$ cat src/rtl/core/cprc_pkg.sv
// Shared types and constants of the polar/rectangular CORDIC converter.
// Used by cprc_pre, cprc_cell, cprc_post and complex_polar_rectangular_convert.
package cprc_pkg;

  // micro-rotation count, limited by the angle table
  localparam int unsigned ITERATIONS = 16;
  localparam int unsigned TABLE_LEN  = 24;
  localparam int unsigned ITER_RUN   = (ITERATIONS < TABLE_LEN) ? ITERATIONS : TABLE_LEN;

  // field widths
  localparam int unsigned IN_W   = 16;
  localparam int unsigned OUT1_W = 17;
  localparam int unsigned OUT2_W = 16;

  // datapath widths: coordinates carry 14 guard bits, angles are degrees Q.16
  localparam int unsigned GUARD  = 14;
  localparam int unsigned XW     = 33;
  localparam int unsigned ZW     = 27;
  localparam int unsigned SHW    = 5;
  localparam int unsigned GAIN_W = 25;
  localparam int unsigned PW     = XW + GAIN_W;
  localparam int unsigned UNSC   = 24 + GUARD;
  localparam int unsigned RW     = PW - UNSC;

  // constants
  localparam logic signed [GAIN_W-1:0] GAIN_Q24   = 25'sd10188014;
  localparam logic signed [ZW-1:0]     DEG180_Q16 = 27'sd11796480;
  localparam logic signed [ZW-1:0]     DEG90_Q16  = 27'sd5898240;
  localparam logic signed [IN_W-1:0]   ANG_LIM_Q6 = 16'sd11520;
  localparam logic signed [RW-1:0]     MAG_MAX    = 20'sd46341;
  localparam logic signed [RW-1:0]     IM_MAX     = 20'sd32767;
  localparam logic signed [RW-1:0]     IM_MIN     = -20'sd32768;

  // atan(2^-i) in degrees Q.16, rounded to nearest
  localparam logic signed [ZW-1:0] ATAN_DEG_Q16 [TABLE_LEN] = '{
    27'sd2949120, 27'sd1740967, 27'sd919879, 27'sd466945,
    27'sd234379,  27'sd117304,  27'sd58666,  27'sd29335,
    27'sd14668,   27'sd7334,    27'sd3667,   27'sd1833,
    27'sd917,     27'sd458,     27'sd229,    27'sd115,
    27'sd57,      27'sd29,      27'sd14,     27'sd7,
    27'sd4,       27'sd2,       27'sd1,      27'sd0
  };

  // one beat in flight through the rotation chain
  typedef struct packed {
    logic                 vld;
    logic                 mode;   // 0 vectoring (to polar), 1 rotation (to rectangular)
    logic                 zero;   // zero vector in mode 0
    logic                 neg;    // angle was folded, negate result
    logic signed [XW-1:0] x;
    logic signed [XW-1:0] y;
    logic signed [ZW-1:0] z;
  } stage_t;

endpackage

$ cat src/rtl/core/cprc_pre.sv
// Input stage: maps a beat onto the CORDIC start vector and angle.
// Depends on cprc_pkg.
module cprc_pre (
  input  logic                   clk_i,
  input  logic                   rst_ni,
  input  logic                   en_i,
  input  logic                   vld_i,
  input  logic                   mode_i,
  input  logic signed [15:0]     first_i,
  input  logic signed [15:0]     second_i,
  output cprc_pkg::stage_t       stage_o
);

  cprc_pkg::stage_t st_d, st_q;

  logic signed [cprc_pkg::XW-1:0]   a_sh, b_sh;
  logic signed [cprc_pkg::IN_W-1:0] b_cl;
  logic signed [cprc_pkg::ZW-1:0]   z_rot;

  // start values for both modes
  always_comb begin
    a_sh  = cprc_pkg::XW'(first_i) <<< cprc_pkg::GUARD;
    b_sh  = cprc_pkg::XW'(second_i) <<< cprc_pkg::GUARD;
    b_cl  = second_i;
    if (second_i > cprc_pkg::ANG_LIM_Q6) begin
      b_cl = cprc_pkg::ANG_LIM_Q6;
    end else if (second_i < -cprc_pkg::ANG_LIM_Q6) begin
      b_cl = -cprc_pkg::ANG_LIM_Q6;
    end
    z_rot = cprc_pkg::ZW'(b_cl) <<< 10;

    st_d      = '0;
    st_d.vld  = vld_i;
    st_d.mode = mode_i;
    if (!mode_i) begin
      st_d.zero = (first_i == '0) && (second_i == '0);
      if (first_i < 0) begin
        // left half plane: turn by 180 degrees
        st_d.x = -a_sh;
        st_d.y = -b_sh;
        st_d.z = (second_i >= 0) ? cprc_pkg::DEG180_Q16 : -cprc_pkg::DEG180_Q16;
      end else begin
        st_d.x = a_sh;
        st_d.y = b_sh;
        st_d.z = '0;
      end
    end else begin
      st_d.x = a_sh;
      st_d.y = '0;
      st_d.z = z_rot;
      // fold angles beyond +-90 degrees
      if (z_rot > cprc_pkg::DEG90_Q16) begin
        st_d.z   = z_rot - cprc_pkg::DEG180_Q16;
        st_d.neg = 1'b1;
      end else if (z_rot < -cprc_pkg::DEG90_Q16) begin
        st_d.z   = z_rot + cprc_pkg::DEG180_Q16;
        st_d.neg = 1'b1;
      end
    end
  end

  // stage register
  always_ff @(posedge clk_i or negedge rst_ni) begin
    if (!rst_ni) begin
      st_q <= '0;
    end else if (en_i) begin
      st_q <= st_d;
    end
  end

  assign stage_o = st_q;

endmodule

$ cat config.mk
export PLATFORM = sky130hd
export DESIGN_NAME = cprc_pre
export DESIGN_NICKNAME = d
export VERILOG_FILES = /design/src/rtl/core/cprc_pkg.sv /design/src/rtl/core/cprc_pre.sv
export SDC_FILE = /design/constraint.sdc
export NUM_CORES = 1
export LEC_CHECK = 0
export CAP_MARGIN = 15
export CELL_PAD_IN_SITES_DETAIL_PLACEMENT = 0
export CELL_PAD_IN_SITES_GLOBAL_PLACEMENT = 1
export CORE_MARGIN = 1.5
export CORE_UTILIZATION = 51
export DETAILED_ROUTE_END_ITERATION = 10
export DONT_BUFFER_PORTS = 1
export GPL_TIMING_DRIVEN = 0
export HOLD_SLACK_MARGIN = 0.12
export PLACE_DENSITY = 0.92
export SYNTH_ARGS = -nofsm -noshare
export SYNTH_HDL_FRONTEND = slang
export SYNTH_SLANG_ARGS = --single-unit
$ cat constraint.sdc
create_clock -name clk_i -period 1.29 [get_ports clk_i]
set_input_delay 0.3225 -clock clk_i [delete_from_list [all_inputs] [get_ports clk_i]]
set_output_delay 0.3225 -clock clk_i [all_outputs]
set_load 0.01 [all_outputs]
# Word-level counts from Yosys, hierarchy flattened

Cells that the tools add are included.

Register bits: 97
Output and inout port bits: 97

Reductions and logical operators: 3
Magnitude comparators: 6
$add $sub $neg: 4
Muxes and demuxes: 11

Operators by type and width:

| operator                                                                             | number |
|---|---|
| 93-bit two-way mux                                                                   | 2 |
| 27-bit two-way mux                                                                   | 3 |
| 30-bit negator with 33-bit output                                                    | 2 |
| 16-bit logical NOT                                                                   | 2 |
| 16-bit two-way mux                                                                   | 2 |
| 26-bit by 25-bit adder with 27-bit output, second input constant                     | 1 |
| 26-bit by 25-bit subtractor with 27-bit output, second input constant                | 1 |
| 26-bit by 24-bit greater-than comparator with 1-bit output, second input constant    | 1 |
| 26-bit by 24-bit < comparator with 1-bit output, second input constant               | 1 |
| 16-bit by 1-bit greater-or-equal comparator with 1-bit output, second input constant | 1 |
| 16-bit by 15-bit greater-than comparator with 1-bit output, second input constant    | 1 |
| 16-bit by 1-bit < comparator with 1-bit output, second input constant                | 1 |
| 16-bit by 15-bit < comparator with 1-bit output, second input constant               | 1 |
| 1-bit two-way mux                                                                    | 4 |
| 1-bit logical AND                                                                    | 1 |

# Logic depth before layout (Yosys ltp)

Word-level depth: 7
Gate-level depth with buffers: 18

# Least setup slack after synthesis

Ideal clock, no wire load.

Path type: in2reg
From: in second_i[9]
To: reg st_q, in the netlist stage_o[26]
Cell stages on the path: 18
Arrival time: 3468 ps
Library setup time: 104 ps
Buffers on the path: 3
Slack: -2282 ps
Cell sequence: buf_4 nand2_1 a21o_1 inv_1 o211ai_1 ha_1 clkbuf_1 o21ai_0 inv_1 ha_1 a21oi_1 a311oi_2 a311oi_2 or2_1 buf_6 nor4_4 o21ai_1 a221oi_1

Cells in the longest elaborated chain, start to end: 7
Elaborated cells between the ends (all ways): 14
Those cells by class: add/sub (2); order compare (5); mux (7)

Ends and longest elaborated chain:

| item                                                                                                                | line                           | text |
|---|---|---|
| from (decl)                                                                                                         | cprc_pre.sv:10                 | `input logic signed [15:0] second_i,` |
| 16-bit by 15-bit < comparator with 1-bit output                                                                     | cprc_pre.sv:27                 | `end else if (second_i < -cprc_pkg::ANG_LIM_Q6) begin` |
| 16-bit two-way mux                                                                                                  | cprc_pre.sv:27                 |  |
| 16-bit two-way mux                                                                                                  | cprc_pre.sv:25                 | `if (second_i > cprc_pkg::ANG_LIM_Q6) begin` |
| 26-bit by 25-bit adder with 27-bit output / 26-bit by 24-bit < comparator with 1-bit output (equally long branches) | cprc_pre.sv:56, cprc_pre.sv:55 |  |
| 27-bit two-way mux                                                                                                  | cprc_pre.sv:55                 | `end else if (z_rot < -cprc_pkg::DEG90_Q16) begin` |
| 27-bit two-way mux                                                                                                  | cprc_pre.sv:52                 | `if (z_rot > cprc_pkg::DEG90_Q16) begin` |
| 93-bit two-way mux (*)                                                                                              | cprc_pre.sv:35                 | `if (!mode_i) begin` |
| to (signal assigned)                                                                                                | cprc_pre.sv:67                 | `st_q <= st_d;` |
| to (decl)                                                                                                           | cprc_pre.sv:14                 | `cprc_pkg::stage_t st_d, st_q;` |

Mark *: on every way between the ends. The rest lies on a longest branch, timed or not.
A chain may end at the register's enable or synchronous reset.

# Worst setup path after layout

From: in second_i[11]
To: reg st_q, in the netlist stage_o[21]

Same word-level chain as after synthesis.

==> run summary <==
Final Non-Filler Cells: 632
Synth unique cells: 59
GR Layer Usage met1: 33.71%
CTS tree: done
Peak supply drop: 0.7576 mV
CTS Buf Count: 9
WL per Instance: 18.53 um
Synth Instances: 432
Clock latency on the worst-skew pair: 0.35 ns
Clock tree sinks: 59
Hold slack: -0.3415 ns
Share of layout cells above drive strength 1: 34.33%
Number of synthesized register bits: 59
Port buffer count: 0
Routability cong.: 0.8599
Critical path data arrival time: 3.35 ns
RSZ-0062 raised after global routing: true
Total core area: 7331 sq um
CTS Buffer Depth: 2
Worst clock skew: 0 ns
Placed cells: 568
Vias per inst: 5.620
Antenna diodes: 0
Crit path launch type: primary input
Max-cap violation count: 0
Slew @ Worst Pin: 0.5959 ns
Met2 Usage GRT: 45.52%
Tmin final: 3.115 ns
Pins Over Slew Limit: 0
Grt total ovfl: 0
Power after layout: 5.767 mW
IO Pins: 134
Type of the most critical hold path: primary input to asynchronous set/reset pin
Std-Cell Rows: 31
Failing checks: hold timing, setup timing
Synth-to-layout area growth: 38.01%
Clock slew at reported path FFs: 0.08 ns
Die height: 90.31 um
WS Path Type: primary input to flip-flop
Reg2Reg Setup Slack: 0.23 ns
Post-synth EDFFs: 0
CP Capture Type: flip-flop
Mapped Area: 3887 sq um
Drt total wl: 11.71 mm
GRT Total Usage: 27.63%
Global-route wire length before repair: 17.85 mm
Vias in the first global route: 3,475
Slowest stage delay, CP: 0.33 ns
Fin Setup TNS: -25.14 ns
Post-synth top flop: dfrtp_1
Final Setup Violations: 27
Slack of the critical path: -1.825 ns
Vias: 3,552
Max frequency: 0.3210 GHz
Post-Place Cell Area: 4289 sq um
Fin area: 5365 sq um
Detailed Routing Iterations Pass 1: 5
Post-route ant nets: 0
Die footprint: 8155 sq um
Clock root buffer master: clkbuf_8
Initial antenna violation count: 0
Status: finished with violations
Worst slew margin: 60.27%
1st-iter DRT viols: 233
CP required: 1.53 ns
Number of H-tree levels: 3
Async set-reset flop share out of synthesis: 100.0%
Slowest CP cell: ha_2
CP most frequent cell: a21o_1
Syn avg cell area: 8.999 sq um
Met3 usage: 7.997%
Final period util: 241.5%
Max FFs per register: 59
Maximum fanout along the worst path: 3
Die Wd: 90.31 um
Post-DP HPWL: 7.534 mm
GRT busiest layer: met2
Initial Util: 53.03%
DRC violations left: 0
Post-synthesis sequential area ratio: 37.98%
Nets: 573
Leak Pwr: 2.376 nW
Power Dens Cells: 1075 nW/um^2
Largest net degree at the start of global routing: 60
Worst-path cell chain: buf_12 -> nor2_4 -> a21o_1 -> inv_1 -> o211ai_1 -> ha_2 -> clkbuf_16 -> nor3_4 -> inv_2 -> ha_4 -> a211o_4 -> a31o_1 -> a21o_1 -> nor4b_4 -> o2bb2ai_2 -> a221oi_2 -> o21ai_1
Synth warn: 0
Final hold violations: 59
==> routing by layer <==
layer / vias up / part of all wire, % / routed length (um)
met5: - / 0 / 0
met4: 0 / 3.1 / 367
met3: 28 / 10 / 1170
met2: 191 / 48 / 5582
met1: 1691 / 39 / 4589
li1: 1642 / - / -
==> layout by cell type, fill, tap and decap left out, types with 4 or more instances in the layout <==
master	n
buf_4	69
a31oi_1	4
nor2b_1	4
nand2_1	22
nor3_2	4
xor2_1	7
dfrtp_1	59
buf_6	11
a21oi_2	6
inv_1	17
clkbuf_8	12
o21ai_0	9
xnor2_1	19
a211oi_2	4
nand3_1	7
dlygate4sd3_1	9
clkbuf_1	8
o22ai_1	5
buf_12	4
clkbuf_2	5
nor3_4	4
ha_4	5
a22o_1	9
nor3_1	7
a21oi_1	32
conb_1	38
o2bb2ai_1	17
nor2_1	44
==> critical path: cells and delay by family <==
kind	cells	cell delay [ns]
AO/OA/AOI/OAI	8	1.52
AND/OR/NAND/NOR	3	0.62
buffers and inverters	4	0.38
adder cells (fa/ha/maj)	2	0.49
==> cells by family after synthesis <==
group / count (synthesis) / synth area share, %
multiplexers: 4 / 1.094
buffers and inverters: 83 / 12.52
adder cells (fa/ha/maj): 8 / 2.575
AND/OR/NAND/NOR: 122 / 15.90
AO/OA/AOI/OAI: 126 / 23.30
XOR/XNOR: 29 / 6.534
flip-flops: 59 / 37.98
other: 1 / 0.09646
==> layout make-up <==
type | instances | area, sq um
well taps | 99 | 123.9
multi-input cells | 327 | 2502
fillers | 531 | 1966
plain buffers | 60 | 454.2
clock inverters | 3 | 68.82
clock buffers | 13 | 168.9
flip-flops and latches | 59 | 1476
repair buffers | 49 | 449.2
inverters | 22 | 121.4
==> Yosys cell counts (all sizes together), types with 2 or more instances <==
cell,number,share of area (%)
a211oi,5,0.97
a21o,3,0.58
a21oi,40,5.2
a221oi,3,0.68
a22o,9,2.0
a311oi,2,0.77
a31oi,5,0.80
and2,4,0.64
buf,47,9.0
clkbuf,14,1.4
dfrtp,59,38
ha,8,2.6
inv,21,2.0
mux2,2,0.58
mux2i,2,0.51
nand2,27,2.7
nand2b,2,0.32
nand3,9,1.2
nand4,2,0.32
nor2,48,4.6
nor2b,6,1.0
nor3,15,2.2
nor4b,3,1.4
o211ai,3,0.93
o21ai,14,1.8
o21bai,2,0.39
o22ai,5,0.80
o2bb2ai,21,4.7
o31ai,5,1.1
xnor2,21,4.7
xor2,8,1.8
==> per-stage QoR <==
stage | util [%] | setup WS (ns)
CTS | 69.72 | -1.831
global placement | 58.51 | -2.635
finish | 73.19 | -1.825
global route | 73.19 | -1.953
floorplan | - | -2.071
detailed placement | 58.51 | -2.639
==> repair_timing <==
item | CTS | global route
setup buffers | 32 | 10
pin swaps | 40 | 25
endpoints found under the setup margin | 25 | 45
endpoints found under the hold margin | 67 | 60
hold buffers | 8 | 1
gates resized for setup | 47 | 37
cloned | 0 | 0
==> report_power, final <==
group | switching [mW] | internal [mW] | leakage [nW]
sequential | 0.242 | 2.04 | 0.734
clock | 0.803 | 1.25 | 0.120
combinational | 0.734 | 0.694 | 1.52
==> final timing paths <==
| path | endpoint | from | depth (start not counted) |
|---|---|---|---|
| max in group asynchronous | stage_o[48] | rst_ni | 0 |
| min in group clk_i | stage_o[14] | second_i[4] | 1 |
| setup / recovery | stage_o[21] | second_i[11] | 17 |
| setup reg to reg | stage_o[22] | stage_o[22] | 3 |
| hold reg to reg | stage_o[57] | stage_o[57] | 1 |
| hold / removal | stage_o[95] | rst_ni | 0 |
No activity file was read; power rests on OpenSTA's default activity.
