$ cat config.mk
export PLATFORM = sky130hd
export DESIGN_NAME = cprc_post
export DESIGN_NICKNAME = d
export VERILOG_FILES = /design/src/rtl/core/cprc_pkg.sv /design/src/rtl/core/cprc_post.sv
export SDC_FILE = /design/constraint.sdc
export NUM_CORES = 2
export LEC_CHECK = 0
export BUFFER_PORTS_ARGS = -buffer_cell sky130_fd_sc_hd__buf_2
export CORE_MARGIN = 2
export CORE_UTILIZATION = 41
export CTS_BUF_LIST = sky130_fd_sc_hd__clkbuf_8
export DETAILED_ROUTE_END_ITERATION = 8
export PLACE_DENSITY = 0.54
export SKIP_LAST_GASP = 1
export SYNTH_ARGS = -nofsm -noshare
export SYNTH_HDL_FRONTEND = slang
export SYNTH_SLANG_ARGS = --single-unit
export TNS_END_PERCENT = 100
$ cat constraint.sdc
create_clock -name clk_i -period 22.7 [get_ports clk_i]
set_input_delay 0 -clock clk_i [delete_from_list [all_inputs] [get_ports clk_i]]
set_output_delay 0 -clock clk_i [all_outputs]
set_load 0.1 [all_outputs]
$ cat src/rtl/core/cprc_pkg.sv
// Shared types and constants of the polar/rectangular CORDIC converter.
// Used by cprc_pre, cprc_cell, cprc_post and complex_polar_rectangular_convert.
package cprc_pkg;

  // micro-rotation count, limited by the angle table
  localparam int unsigned ITERATIONS = 16;
  localparam int unsigned TABLE_LEN  = 24;
  localparam int unsigned ITER_RUN   = (ITERATIONS < TABLE_LEN) ? ITERATIONS : TABLE_LEN;

  // field widths
  localparam int unsigned IN_W   = 16;
  localparam int unsigned OUT1_W = 17;
  localparam int unsigned OUT2_W = 16;

  // datapath widths: coordinates carry 14 guard bits, angles are degrees Q.16
  localparam int unsigned GUARD  = 14;
  localparam int unsigned XW     = 33;
  localparam int unsigned ZW     = 27;
  localparam int unsigned SHW    = 5;
  localparam int unsigned GAIN_W = 25;
  localparam int unsigned PW     = XW + GAIN_W;
  localparam int unsigned UNSC   = 24 + GUARD;
  localparam int unsigned RW     = PW - UNSC;

  // constants
  localparam logic signed [GAIN_W-1:0] GAIN_Q24   = 25'sd10188014;
  localparam logic signed [ZW-1:0]     DEG180_Q16 = 27'sd11796480;
  localparam logic signed [ZW-1:0]     DEG90_Q16  = 27'sd5898240;
  localparam logic signed [IN_W-1:0]   ANG_LIM_Q6 = 16'sd11520;
  localparam logic signed [RW-1:0]     MAG_MAX    = 20'sd46341;
  localparam logic signed [RW-1:0]     IM_MAX     = 20'sd32767;
  localparam logic signed [RW-1:0]     IM_MIN     = -20'sd32768;

  // atan(2^-i) in degrees Q.16, rounded to nearest
  localparam logic signed [ZW-1:0] ATAN_DEG_Q16 [TABLE_LEN] = '{
    27'sd2949120, 27'sd1740967, 27'sd919879, 27'sd466945,
    27'sd234379,  27'sd117304,  27'sd58666,  27'sd29335,
    27'sd14668,   27'sd7334,    27'sd3667,   27'sd1833,
    27'sd917,     27'sd458,     27'sd229,    27'sd115,
    27'sd57,      27'sd29,      27'sd14,     27'sd7,
    27'sd4,       27'sd2,       27'sd1,      27'sd0
  };

  // one beat in flight through the rotation chain
  typedef struct packed {
    logic                 vld;
    logic                 mode;   // 0 vectoring (to polar), 1 rotation (to rectangular)
    logic                 zero;   // zero vector in mode 0
    logic                 neg;    // angle was folded, negate result
    logic signed [XW-1:0] x;
    logic signed [XW-1:0] y;
    logic signed [ZW-1:0] z;
  } stage_t;

endpackage

$ cat src/rtl/core/cprc_post.sv
// Output stages: sign fix, gain removal multiply, rounding and saturation.
// Depends on cprc_pkg. Three register stages.
module cprc_post (
  input  logic                                clk_i,
  input  logic                                rst_ni,
  input  logic                                en_i,
  input  cprc_pkg::stage_t                    stage_i,
  output logic                                vld_o,
  output logic signed [cprc_pkg::OUT1_W-1:0]  first_o,
  output logic signed [cprc_pkg::OUT2_W-1:0]  second_o
);

  localparam logic signed [cprc_pkg::PW-1:0] RND = cprc_pkg::PW'(1) <<< (cprc_pkg::UNSC - 1);

  // stage A: negate folded results, round the angle
  logic                             a_vld_q, a_mode_q, a_zero_q;
  logic signed [cprc_pkg::XW-1:0]   a_x_q, a_y_q;
  logic signed [cprc_pkg::ZW-1:0]   a_z_q;
  // stage B: gain products
  logic                             b_vld_q, b_mode_q, b_zero_q;
  logic signed [cprc_pkg::PW-1:0]   b_px_q, b_py_q;
  logic signed [cprc_pkg::ZW-1:0]   b_z_q;
  // stage C: results
  logic                             c_vld_q;
  logic signed [cprc_pkg::OUT1_W-1:0] c_first_q, c_first_d;
  logic signed [cprc_pkg::OUT2_W-1:0] c_second_q, c_second_d;

  logic signed [cprc_pkg::RW-1:0]   rx, ry;

  // valid bits
  always_ff @(posedge clk_i or negedge rst_ni) begin
    if (!rst_ni) begin
      a_vld_q <= 1'b0;
      b_vld_q <= 1'b0;
      c_vld_q <= 1'b0;
    end else if (en_i) begin
      a_vld_q <= stage_i.vld;
      b_vld_q <= a_vld_q;
      c_vld_q <= b_vld_q;
    end
  end

  // stage A
  always_ff @(posedge clk_i) begin
    if (en_i) begin
      a_mode_q <= stage_i.mode;
      a_zero_q <= stage_i.zero;
      a_x_q    <= stage_i.neg ? -stage_i.x : stage_i.x;
      a_y_q    <= stage_i.neg ? -stage_i.y : stage_i.y;
      a_z_q    <= (stage_i.z + cprc_pkg::ZW'(512)) >>> 10;
    end
  end

  // stage B
  always_ff @(posedge clk_i) begin
    if (en_i) begin
      b_mode_q <= a_mode_q;
      b_zero_q <= a_zero_q;
      b_px_q   <= cprc_pkg::PW'(a_x_q) * cprc_pkg::PW'(cprc_pkg::GAIN_Q24);
      b_py_q   <= cprc_pkg::PW'(a_y_q) * cprc_pkg::PW'(cprc_pkg::GAIN_Q24);
      b_z_q    <= a_z_q;
    end
  end

  // round to nearest, then saturate per mode
  always_comb begin
    rx = cprc_pkg::RW'((b_px_q + RND) >>> cprc_pkg::UNSC);
    ry = cprc_pkg::RW'((b_py_q + RND) >>> cprc_pkg::UNSC);
    c_first_d  = '0;
    c_second_d = '0;
    if (!b_mode_q) begin
      if (!b_zero_q) begin
        if (rx < 0) begin
          c_first_d = '0;
        end else if (rx > cprc_pkg::MAG_MAX) begin
          c_first_d = cprc_pkg::OUT1_W'(cprc_pkg::MAG_MAX);
        end else begin
          c_first_d = cprc_pkg::OUT1_W'(rx);
        end
        if (b_z_q > cprc_pkg::ZW'(cprc_pkg::ANG_LIM_Q6)) begin
          c_second_d = cprc_pkg::ANG_LIM_Q6;
        end else if (b_z_q < -cprc_pkg::ZW'(cprc_pkg::ANG_LIM_Q6)) begin
          c_second_d = -cprc_pkg::ANG_LIM_Q6;
        end else begin
          c_second_d = cprc_pkg::OUT2_W'(b_z_q);
        end
      end
    end else begin
      if (rx > cprc_pkg::MAG_MAX) begin
        c_first_d = cprc_pkg::OUT1_W'(cprc_pkg::MAG_MAX);
      end else if (rx < -cprc_pkg::MAG_MAX) begin
        c_first_d = -cprc_pkg::OUT1_W'(cprc_pkg::MAG_MAX);
      end else begin
        c_first_d = cprc_pkg::OUT1_W'(rx);
      end
      if (ry > cprc_pkg::IM_MAX) begin
        c_second_d = cprc_pkg::OUT2_W'(cprc_pkg::IM_MAX);
      end else if (ry < cprc_pkg::IM_MIN) begin
        c_second_d = cprc_pkg::OUT2_W'(cprc_pkg::IM_MIN);
      end else begin
        c_second_d = cprc_pkg::OUT2_W'(ry);
      end
    end
  end

  // stage C
  always_ff @(posedge clk_i) begin
    if (en_i) begin
      c_first_q  <= c_first_d;
      c_second_q <= c_second_d;
    end
  end

  assign vld_o    = c_vld_q;
  assign first_o  = c_first_q;
  assign second_o = c_second_q;

endmodule

== Yosys cells after proc, flatten, opt, wreduce, memory -nomap -nowiden ==
Index checks and enable logic that the tools add are counted.
Word-level totals
  register bits: 254
  input bits: 100
  output and inout port bits: 34
Operators by class
  add/subtract/negate cells: 5
  multiply operators: 2
  order comparisons: 7
  multiplexer cells: 14
Operators with widths (number)
  $add 58x39->58 const B: 2
  $mul 33x24->57 const B: 2
  $mux 17: 6
  $mux 16: 6
  $mux 33: 2
  $neg 33->33: 2
  $add 27x11->27 const B: 1
  $gt 20x16->1 const B: 1
  $gt 20x17->1 const B: 1
  $lt 20x1->1 const B: 1
  $lt 20x16->1 const B: 1
  $lt 20x17->1 const B: 1
  $gt 17x15->1 const B: 1
  $lt 17x15->1 const B: 1

== Depth between registers and ports, before layout ==
  depth after elaboration: 6
  mapped depth: 26

== Worst setup path after synthesis ==
OpenSTA, ideal clock, no wires.
  path type: register to register
  from: reg a_y_q[32] (netlist bit)
  to: reg b_py_q[43] (netlist bit) (data pin)
  library setup time: 0.261 ns
  arrival time: 7.290 ns
  slack: 15.149 ns
  stages on the path, launching flop included: 22
  clock period less this slack: 7.551 ns
  cell sequence: edfxtp_1 buf_1 xor2_1 fa_1 fa_1 fa_1 inv_1 fa_1 fa_1 inv_1 fa_1 inv_1 ha_1 nand2_1 nor4_1 nand4_1 a2111oi_1 o311ai_1 a21boi_1 o21a_1 nor4_1 a311o_1
On the way
  cells in the longest elaborated chain, start to end: 1
Ends and longest elaborated chain
  from (decl): RTL line cprc_post.sv:17  | logic signed [cprc_pkg::XW-1:0] a_x_q, a_y_q;
  from (signal assigned): RTL line cprc_post.sv:49  | a_y_q <= stage_i.neg ? -stage_i.y : stage_i.y;
  $mul 33x24->57: RTL line cprc_post.sv:60  | b_py_q <= cprc_pkg::PW'(a_y_q) * cprc_pkg::PW'(cprc_pkg::GAIN_Q24);
  to (signal assigned): RTL line cprc_post.sv:60
  to (decl): RTL line cprc_post.sv:21  | logic signed [cprc_pkg::PW-1:0] b_px_q, b_py_q;
Every way passes these cells.
A chain may end at the register's enable or synchronous reset.

== Worst setup path after layout ==
  from: reg a_y_q[31] (netlist bit)
  to: reg b_py_q[43] (netlist bit) (data pin)
The elaborated chain is that of the path after synthesis.

==> flow_summary.json <==
{
  "post_drt_wl_per_cell_um": 18.1,
  "ys_types": 83,
  "syn_area_um2": 40400,
  "outcome": "completed",
  "die_x_um": 318,
  "sequential_cell_area_um2": 5450,
  "ys.flop_type": "edfxtp_1",
  "worstSkewPairLatency_ns": 0.59,
  "clock_sinks": 182,
  "syn_inst": 3821,
  "vias": 26200,
  "drtPass1Iterations": 5,
  "syn-num-nets": 5332,
  "crit_path_start": "a_y_q[31]",
  "max_slew_margin_pct": 29.3,
  "dpl.hpwl_um": 83800,
  "grt_pass1_vias": 28300,
  "grt_setup_unrepaired": "false",
  "period_minus_slack_ns": 8.36,
  "finalMaxSlewViolations": 0,
  "clk_pin_slew_ns": 0.13,
  "postSynthAreaPerCell_um2": 10.6,
  "fp.dieArea_um2": 101000,
  "nFillCells": 9348,
  "die_y_um": 318,
  "final-setup-viol-count": 0,
  "drc": 0,
  "r2r_cells": 22,
  "critical_path_class": "reg2reg",
  "viasPerCell": 4.86,
  "crit-reg2reg-launch": "a_y_q[31]",
  "start_util_pct": 41.2,
  "fin_tns_setup_ns": 0,
  "clockBufferDepth": 2,
  "worstPathMaxFanout": 10,
  "startpoint_type": "flop",
  "synth_edf_count": 179,
  "fin_crit_sh_pct": 36.8,
  "finish.net_count": 5607,
  "crit_arrival_ns": 8.71,
  "fmax_mhz": 120,
  "hold_viol_final": 0,
  "postRouteAntennaNets": 0,
  "endpoint_kind": "flop",
  "yosysSeqAreaShare_pct": 13.5,
  "drive_gt1_share_pct": 4.87,
  "rows": 115,
  "antenna_found_initial": 2,
  "core_um2": 98000,
  "grt_max_degree": 75,
  "synthTopCellsByArea": "fa_1 42%, ha_1 17%, edfxtp_1 13%",
  "r2r_end": "b_py_q[43]",
  "endpoint": "b_py_q[43]",
  "final_util_pct": 45.5,
  "cts_tree": "built",
  "overflow": 0,
  "cts-root-buf": "clkbuf_8",
  "io_pins": 134,
  "max_slew.worst_pin.slew_ns": 1.06,
  "grt_first_pass_wirelength_um": 156000,
  "areaGrowthSynthToFinish_pct": 10.3,
  "fin_skew_ns": 0.0336,
  "ys_warn_count": 0,
  "multiInputGateArea_um2": 30200,
  "hold_class": "in2reg",
  "place_congestion": 0.909,
  "globalRouteTotalUtil_pct": 20.1,
  "ys_async_sr_fraction_pct": 1.65,
  "ys_ff_latch": 182,
  "maxCapViolations": 0,
  "htree_levels": 4,
  "placement.io_buffers": 124,
  "yosysTopAreaCell": "fa_1",
  "cts_buffers": 17,
  "wirelength_um": 97700,
  "synth_top_area_share_pct": 42.3,
  "critPathRequiredTime_ns": 23.05,
  "drtIter0Drc": 1116,
  "r2r_slack_ns": 14.34
}
metal layers:
| metal | routed length (µm) | track usage [%] |
|---|---|---|
| met5 | 16 | 0 |
| met4 | 1260 | 3.69 |
| met3 | 4420 | 3.31 |
| met2 | 48400 | 34.3 |
| met1 | 43700 | 27.1 |
synthesized netlist by cell type, types with 10 or more instances:
| master | instances |
|---|---|
| o21ai_0 | 57 |
| o21a_1 | 11 |
| o31ai_1 | 24 |
| o21ai_1 | 24 |
| nor2b_1 | 12 |
| clkbuf_1 | 17 |
| nand4_1 | 28 |
| edfxtp_1 | 179 |
| nand2b_1 | 10 |
| nand3_1 | 46 |
| xor2_1 | 46 |
| xnor2_1 | 121 |
| o211ai_1 | 20 |
| a21oi_1 | 80 |
| and3_1 | 17 |
| nor3_1 | 20 |
| inv_1 | 1231 |
| nand2_1 | 123 |
| fa_1 | 854 |
| nor2_1 | 89 |
| a21o_1 | 37 |
| or3_1 | 12 |
| ha_1 | 557 |
| a31oi_1 | 12 |
| a211oi_1 | 19 |
| or2_2 | 14 |
cell usage in the layout (no fill, tap or decap), types with 12 or more instances in the layout:
cell type,n
nand4_1,28
nand3_1,46
ha_1,557
or2_2,14
inv_1,1231
a21o_1,37
a211oi_1,19
a31oi_1,12
o21ai_0,57
o31ai_1,24
xnor2_1,121
nand2_1,123
nor3_1,20
and3_1,17
nor2_1,89
xor2_1,46
fa_1,854
nor2b_1,12
buf_2,123
o211ai_1,20
edfxtp_1,179
or3_1,12
dlygate4sd3_1,150
clkbuf_8,18
a21oi_1,80
o21ai_1,24
worst max-delay path: stages (launching register included):
cell,delay [ns]
edfxtp_1,0.82
inv_1,0.15
ha_1,0.37
xor2_1,0.19
fa_1,0.57
fa_1,0.52
fa_1,0.51
inv_1,0.05
fa_1,0.44
fa_1,0.52
inv_1,0.05
fa_1,0.56
inv_1,0.07
ha_1,0.37
nand2_1,0.12
nor4_1,0.61
nand4_1,0.25
a2111oi_2,0.86
o311ai_1,0.21
a21boi_1,0.27
o21a_1,0.21
nor4_1,0.06
a311o_1,0.32
state kept, by name, summed over array words and instances (netlist names):
signal    flops
a_vld_q       1
b_zero_q      1
a_mode_q      1
first_o      17
a_y_q        33
vld_o         1
a_zero_q      1
b_py_q       21
b_mode_q      1
b_vld_q       1
a_x_q        33
second_o     16
b_z_q        17
b_px_q       21
a_z_q        17
stage by stage:
step | std cells | worst slack (ns) | hold WS [ns] | cell area [µm²]
after floorplan | 3821 | 15.15 | -0.296 | 40400
after detailed placement | 5214 | 14.39 | -0.200 | 42600
final | 5398 | 14.34 | 0.170 | 44600
after global placement | 5214 | 14.37 | -0.202 | 42600
after CTS | 5396 | 14.34 | 0.0636 | 44600
after global routing | 5397 | 14.05 | 0.147 | 44600
worst min-delay path by stage:
stage                           start       end  slack (ns)  cells past startpoint
final                     stage_i[95]  a_mode_q        0.17                      2
after detailed placement       rst_ni     vld_o       -0.20                      1
after global routing      stage_i[95]  a_mode_q        0.15                      2
after global placement         rst_ni   a_vld_q       -0.20                      1
after CTS                 stage_i[95]  a_mode_q        0.06                      2
after floorplan                rst_ni   a_vld_q       -0.30                      0
layout make-up:
class | instances | share of cell area [%]
clock inverters | 15 | 0.525
inverters | 1233 | 10.4
diodes | 2 | 0.0112
repair buffers | 283 | 4.93
clock buffers | 17 | 0.525
flip-flops and latches | 182 | 12.2
well taps | 1287 | 3.61
multi-input cells | 2379 | 67.8
cells by family (layout without fill, tap and decap cells):
| group | Yosys count | count (layout) | synth area share [%] |
|---|---|---|---|
| AOI/OAI and AO/OA | 364 | 364 | 6.01 |
| xor gates and xnor gates | 167 | 167 | 3.62 |
| adders and majority gates | 1411 | 1411 | 59.6 |
| buffers and inverters | 1260 | 1548 | 11.7 |
| DFF | 182 | 182 | 13.5 |
| muxes | 10 | 10 | 0.266 |
| other | 0 | 2 | 0 |
| and+or+nand+nor | 427 | 427 | 5.34 |
what timing repair did:
action | 4_1_cts | 5_1_grt
gates resized for setup | 0 | 0
hold buffers | 150 | 0
buffers inserted | 0 | 0
endpoints found under the hold margin | 140 | 0
Power is left out: the tool's default activity adds up to more than one toggle a clock period on the data nets, which glitch-free logic cannot reach.
